--- src/smoa_pkg.sv ---
// shared types and constants for the sliding median outlier alert block
package smoa_pkg;

    localparam int WINDOW_MAX_DEF  = 64;
    localparam int SAMPLE_BITS_DEF = 16;
    localparam int CFG_W           = 7;
    localparam int ALERT_W         = 32;

    typedef enum logic [1:0] {
        CELL_HOLD,
        CELL_REMOVE,
        CELL_INSERT
    } cell_op_t;

    // control seen by one cell of the sorted row
    typedef struct packed {
        cell_op_t op;
        logic     in_win;
    } cell_ctl_t;

endpackage

--- src/smoa_cell.sv ---
// one cell of the sorted window: holds a value, shifts left on remove, right on insert
module smoa_cell
    import smoa_pkg::*;
#(
    parameter int W = SAMPLE_BITS_DEF
) (
    input  logic         aclk,
    input  cell_ctl_t    ctl,
    input  logic [W-1:0] key,
    input  logic [W-1:0] left_val,
    input  logic         left_above,
    input  logic [W-1:0] right_val,
    output logic [W-1:0] val,
    output logic         above
);

    logic [W-1:0] val_reg;
    logic [W-1:0] val_next;

    // outside the filled part a cell counts as larger than any key
    assign above = !ctl.in_win || (val_reg > key);
    assign val   = val_reg;

    always_comb begin
        val_next = val_reg;
        case (ctl.op)
            CELL_REMOVE: begin
                if (!(val_reg < key)) begin
                    val_next = right_val;
                end
            end
            CELL_INSERT: begin
                if (above) begin
                    val_next = left_above ? left_val : key;
                end
            end
            default: val_next = val_reg;
        endcase
    end

    always_ff @(posedge aclk) begin
        val_reg <= val_next;
    end

endmodule

--- src/smoa_sorted_row.sv ---
// row of sorted-window cells, each talking only to its two neighbors
module smoa_sorted_row
    import smoa_pkg::*;
#(
    parameter int WINDOW_MAX  = WINDOW_MAX_DEF,
    parameter int SAMPLE_BITS = SAMPLE_BITS_DEF,
    parameter int CNT_W       = $clog2(WINDOW_MAX + 1)
) (
    input  logic                   aclk,
    input  cell_op_t               op,
    input  logic [SAMPLE_BITS-1:0] key,
    input  logic [CNT_W-1:0]       cnt,
    output logic [SAMPLE_BITS-1:0] cell_val [WINDOW_MAX]
);

    logic [SAMPLE_BITS-1:0] val   [WINDOW_MAX];
    logic                   above [WINDOW_MAX];

    for (genvar i = 0; i < WINDOW_MAX; i++) begin : g_cell
        cell_ctl_t              ctl;
        logic [SAMPLE_BITS-1:0] lv;
        logic                   la;
        logic [SAMPLE_BITS-1:0] rv;

        assign ctl.op     = op;
        assign ctl.in_win = (CNT_W'(i) < cnt);

        if (i == 0) begin : g_first
            assign lv = key;
            assign la = 1'b0;
        end else begin : g_left
            assign lv = val[i-1];
            assign la = above[i-1];
        end

        if (i == WINDOW_MAX - 1) begin : g_last
            assign rv = val[i];
        end else begin : g_right
            assign rv = val[i+1];
        end

        smoa_cell #(
            .W (SAMPLE_BITS)
        ) u_cell (
            .aclk       (aclk),
            .ctl        (ctl),
            .key        (key),
            .left_val   (lv),
            .left_above (la),
            .right_val  (rv),
            .val        (val[i]),
            .above      (above[i])
        );

        assign cell_val[i] = val[i];
    end

endmodule

--- config.mk ---
export PLATFORM = sky130hd
export DESIGN_NAME = smoa_sorted_row
export DESIGN_NICKNAME = d
export VERILOG_FILES = /design/src/smoa_pkg.sv /design/src/smoa_cell.sv /design/src/smoa_sorted_row.sv
export SDC_FILE = /design/constraint.sdc
export NUM_CORES = 2
export LEC_CHECK = 0
export ABC_AREA = 1
export BUFFER_PORTS_ARGS = -buffer_cell sky130_fd_sc_hd__buf_2
export CAP_MARGIN = 5
export CORE_MARGIN = 3
export CORE_UTILIZATION = 27
export DETAILED_ROUTE_END_ITERATION = 6
export PLACE_DENSITY = 0.4
export RECOVER_POWER = 100
export SLEW_MARGIN = 0
export SYNTH_ARGS = -nofsm -noshare
export SYNTH_HDL_FRONTEND = slang
export SYNTH_SLANG_ARGS = --single-unit
--- constraint.sdc ---
create_clock -name aclk -period 10.5 [get_ports aclk]
set_input_delay 0.525 -clock aclk [delete_from_list [all_inputs] [get_ports aclk]]
set_output_delay 0.525 -clock aclk [all_outputs]
set_load 0.02 [all_outputs]
## Word-level counts from Yosys, hierarchy flattened

Index checks and enable logic that the tools add are counted.

| storage, ports and cells | value |
|---|---|
| latch bits | 0 |
| logic and storage cells | 828 |
| memories kept | 0 |
| memory bits (writable) | 0 |
| bits of input ports | 26 |
| bits in registers | 1024 |
| output and inout port bits | 1024 |
| memory bits (read-only) | 0 |

| operators by class | value |
|---|---|
| $lt $le $gt $ge | 191 |
| $mul | 0 |
| reductions and logical operators | 193 |
| add/sub/neg operators | 0 |
| mux-type cells | 252 |
| eq/ne operators | 128 |
| shifts and indexed selects | 0 |
| bitwise gates (word level) | 0 |
| divide/modulo/power cells | 0 |

Operator list:

| operator | count |
|---|---|
| $mux 16 | 189 |
| $pmux 16 s2 | 63 |
| $gt 16x16->1 | 64 |
| $lt 16x16->1 | 63 |
| $lt 6x7->1 const A | 32 |
| $reduce_and 3->1 | 63 |
| $ne 2x1->1 const B | 63 |
| $ne 2x2->1 const B | 63 |
| $lt 5x7->1 const A | 16 |
| $logic_not 1->1 | 64 |
| $logic_or 1x1->1 | 64 |
| $lt 4x7->1 const A | 8 |
| $lt 3x7->1 const A | 4 |
| $lt 1x7->1 const A | 2 |
| $lt 2x7->1 const A | 2 |
| $eq 2x1->1 const B | 1 |
| $eq 2x2->1 const B | 1 |
| $reduce_and 2->1 | 1 |
| $reduce_bool 2->1 | 1 |

## Longest topological paths before layout

| logic depth | value |
|---|---|
| word-level depth | 6 |
| gate-level depth with buffers | 17 |
| depth with buffers taken out | 16 |

## Modules after synthesis

A second synthesis with hierarchy kept.

| second synthesis, totals | value |
|---|---|
| cells, all modules | 10624 |
| area total of the unflattened synthesis | 82021.2 µm² |

Modules (own cells, without submodules):

| module | area each (µm²) | seq. area each (µm²) | cells each | times used |
|---|---|---|---|---|
| smoa_cell | 1272.5 | 480.5 | 164 | 64 |
| smoa_sorted_row | 583.1 | 0.0 | 128 | 1 |

## Least setup slack after synthesis

Ideal clock, no wire load.

| timing | value |
|---|---|
| kind | input port to flip-flop |
| from | input port key[15] |
| to | register g_cell[35].u_cell.val_reg[0] (enable) |
| path buffers | 2 |
| cell stages on the path | 14 |
| setup slack | 5.776 ns |
| setup time | 0.364 ns |
| required time | 10.136 ns |
| arrival | 4.360 ns |
| cells stage by stage | inv_2 -> clkbuf_1 -> ha_1 -> nand2_1 -> nor2_1 -> nand3_1 -> nor2_1 -> nand2_1 -> nand3_1 -> nand2_1 -> nand2_1 -> clkbuf_1 -> o21bai_1 -> inv_1 |

| between the ends | value |
|---|---|
| word-level cells in the longest chain between the ends | 4 |
| elaborated cells on any way between the ends | 6 |
| classes of those cells | order compare: 2; eq/ne: 2; reduce/logical: 2 |

Ends and longest elaborated chain:

| element | line | source |
|---|---|---|
| start, declared | smoa_sorted_row.sv:11 | `input logic [SAMPLE_BITS-1:0] key,` |
| $gt 16x16->1 | smoa_cell.sv:21 | `assign above = !ctl.in_win \|\| (val_reg > key);` |
| $logic_or 1x1->1 | smoa_cell.sv:21 |  |
| $ne 2x1->1 (no source line) | - |  |
| $reduce_and 3->1 (no source line) * | - |  |
| end signal, assigned | smoa_cell.sv:42 | `val_reg <= val_next;` |
| end, declared | smoa_cell.sv:17 | `logic [W-1:0] val_reg;` |

Mark *: on every way between the ends. The rest lies on a longest branch, timed or not.
A chain may end at the register's enable or synchronous reset.

## Worst setup path in the final report

| timing | value |
|---|---|
| from | input port op[0] |
| to | register g_cell[9].u_cell.val_reg[4], data pin |

| between the ends | value |
|---|---|
| word-level cells in the longest chain between the ends | 2 |
| elaborated cells on any way between the ends | 3 |
| classes of those cells | eq/ne: 2; mux: 1 |

Ends and longest elaborated chain:

| element | line | source |
|---|---|---|
| start, declared | smoa_sorted_row.sv:10 | `input cell_op_t op,` |
| $eq 2x2->1 / $eq 2x1->1 (equally long branches) | smoa_cell.sv:26 | `case (ctl.op)` |
| $pmux 16 s2 * | smoa_cell.sv:26 |  |
| net g_cell[9].u_cell.val_next[4] | smoa_cell.sv:18 | `logic [W-1:0] val_next;` |
| end signal, assigned | smoa_cell.sv:42 |  |
| end, declared | smoa_cell.sv:17 |  |

The timed path passes the listed nets; every way through them passes the cells marked *.

==> out/summary.txt <==
status: finished with violations
violated checks: capacitance limit, slew limit
area share of and/or/nand/nor cells after synthesis: 33.09%
DIE AREA: 0.3175 mm²
final hold vios: 0
critical path's largest stage delay: 3.04 ns
CP max-delay cell: clkbuf_1
Max Freq: 153.5 MHz
critical path fanouts, max: 161
flop2flop setup slack: 6.62 ns
total wire length: 430500 µm
part of the power in combinational logic: 33.3%
ys flop type: edfxtp_1
antenna viol nets, final: 0
initial core utilization: 27.15%
Switching Fraction: 43.13%
Critical Path RT: 11.16 ns
CTS buffer count: 151
RR Endpoint: g_cell[49].u_cell.val[11]
hold path cells: 3
register area share after synthesis: 36.64%
XOR/XNOR share of the synthesized area: 0%
Placed Instances: 16290
post-CTS setup buffer count: 0
async set-reset flop share out of synthesis: 0%
post-synthesis adder-cell area fraction: 15.30%
synth top area cells: edfxtp_1 (37%), nand2_1 (18%), ha_1 (15%)
global-route wire length before repair: 603000 µm
Leakage: 48.02 nW
Synth top area share: 36.64%
Max Slew Vio Count: 605
via count: 84610
Clk pwr share: 29.7%
# H-tree levels: 4
EDFF count, synth: 1024
area grow syn2layout: 15.05%
RSZ-0062 raised after global routing: false
setup TNS: 0 ns
initial antenna violation count: 16
pin count of the biggest net entering global routing: 193
DR vias/cell: 5.107
max_cap viols: 17
reg2reg path depth: 11
Clk Latency, worst-skew pair: 0.87 ns
crit path from: op[0]
Die X: 563.5 µm
worst min path class: in -> reg
Final Setup Violations: 0
RR Startpoint: g_cell[49].u_cell.val[15]
Int Pwr: 10.14 mW
Synth Net Count: 12630
Routed WL per cell: 25.98 µm
Final Cycle Share: 62.05%
critical path capture point type: flop
Post-Place Worst Slack: 5.266 ns
first-pass iteration count of the detailed router: 6
Top delay family on crit path: buffers and inverters
CTS root buf: clkbuf_16
Netlist cell types: 34
dominant combinational cell family by area after synthesis: simple AND/OR/NAND/NOR gates
Core Box Area: 0.3091 mm²
Layout Cells excl Fill: 16570
Compound-Gate Fraction of Synth Area: 5.113%
cts repair resizes: 0
Max VDD drop: 127.7 µV
io pins: 1050
syn avg cell area: 7.247 µm²
layout cells sized above 1: 2.991%
DRT iter0 DRCs: 7314
worst path bufs/invs: 5
Power Dens Cells: 184.7 mW/mm²
Reg clk slew, reported paths: 0.06 ns
Die Ht: 563.5 µm
CP Class: in -> reg
area leader, netlist: edfxtp_1
CTS tree: done
IO buf count: 1049
total global routing overflow: 0
Worst EP arrival: 7.18 ns
Std-Cell Rows: 204
commonest non-fill, non-tap cell in the layout: nand2_1
Post-layout nets: 13380
Crit path top cell by count: clkbuf_1
Switch Pwr: 7.690 mW
most frequent cells in the layout: nand2_1 (4080), nand3_1 (2172), inv_1 (1586)
global-route usage over all layers: 25.90%
multiplexer share of the synthesized area: 0%
hpwl dp: 311700 µm
worst-case clock buffer depth: 4
cts hold-fix bufs: 0
Reg power frac: 37.0%
worst-path cell chain: clkbuf_1 -> inv_1 -> ha_1 -> buf_12 -> buf_4 -> clkbuf_1 -> nand3_1 -> nand2_1
flops & latches, synth: 1024
CP Capture Point: g_cell[9].u_cell.val[4]
CP Launch Type: primary input
Largest register FFs: 1024
sinks on the clock net: 1024
post-route minimum period: 6.515 ns
synthesized cell area: 0.08392 mm²
Setup WS post-layout: 3.985 ns
Worst Skew: 0.07622 ns
Rel. slew slack: -186.6%
Synth Instances: 11580
number of global-route vias before repair: 81620
Crit path depth: 8
Slew @ Worst Pin: 4.299 ns
Yosys warnings: 0
routability cong.: 0.8834
drc violations: 0
stage by stage:
step	cell area [µm²]	utilization [%]	hold WS [ns]	power, mW
6_report	96550	31.24	0.1793	17.83
5_1_grt	96540	31.23	0.1687	18.82
4_1_cts	97980	31.70	0.09951	18.04
3_5_place_dp	93080	30.11	0.6003	12.70
3_3_place_gp	93080	30.11	0.5918	12.59
2_1_floorplan	83920	-	0.6910	9.962
cell usage after synthesis, drive strengths merged (2+ instances only):
library cell and number:
nand4 73, nor2 229, clkinv 4, buf 123, o21bai 44, nor3 14
ha 1026, a31oi 2, clkbuf 415, a21boi 13, nor3b 2, a21o 13
nand2 4083, nand3 2172, edfxtp 1024, a21oi 438, nor4 2, o21ai 283
inv 1617
kinds of logic after synthesis:
family	after synthesis
AND/OR/NAND/NOR	6576
buffers and inverters	2159
adder cells (fa/ha/maj)	1026
flip-flops	1024
AO/OA/AOI/OAI	795
how the worst min path moves through the flow:
stage	to	slack, ns	start
2_1_floorplan	g_cell[1].u_cell.val[0]	0.69	g_cell[2].u_cell.val[0]
3_3_place_gp	g_cell[22].u_cell.val[0]	0.59	g_cell[23].u_cell.val[0]
3_5_place_dp	g_cell[24].u_cell.val[0]	0.60	g_cell[25].u_cell.val[0]
4_1_cts	g_cell[0].u_cell.val[3]	0.1	key[3]
5_1_grt	g_cell[0].u_cell.val[13]	0.17	key[13]
6_report	g_cell[0].u_cell.val[3]	0.18	key[3]
power groups by stage:
stage / logic (mW) / registers (mW) / clock network, mW
finish: 5.94 / 6.59 / 5.30
global route: 6.67 / 6.62 / 5.53
CTS: 6.09 / 6.56 / 5.40
detailed placement: 6.06 / 6.64 / 0
global placement: 5.95 / 6.64 / 0
floorplan: 3.30 / 6.66 / 0
metal layers:
layer | global-route usage, % | vias to the layer above | wire length (µm)
li1 | - | 39600 | -
met1 | 34.59 | 41340 | 189000
met2 | 41.68 | 3062 | 192700
met3 | 4.891 | 613 | 31460
met4 | 8.939 | 0 | 17240
met5 | 0 | - | 0
worst min-delay path, stage by stage:
cell and delay, ns:
buf_2 0.15, nand2_1 0.11, o21ai_0 0.08
area by class of cell:
class,count,area (µm²)
timing repair buffer,1129,4721
clock inverter,89,975.9
fill,34210,212600
tap,4120,5155
inverter,1621,6215
clock buffer,178,3923
sequential,1024,30750
antenna,9,22.52
multi-input combinational,8397,44790
Power figures use the tool's default switching activity.
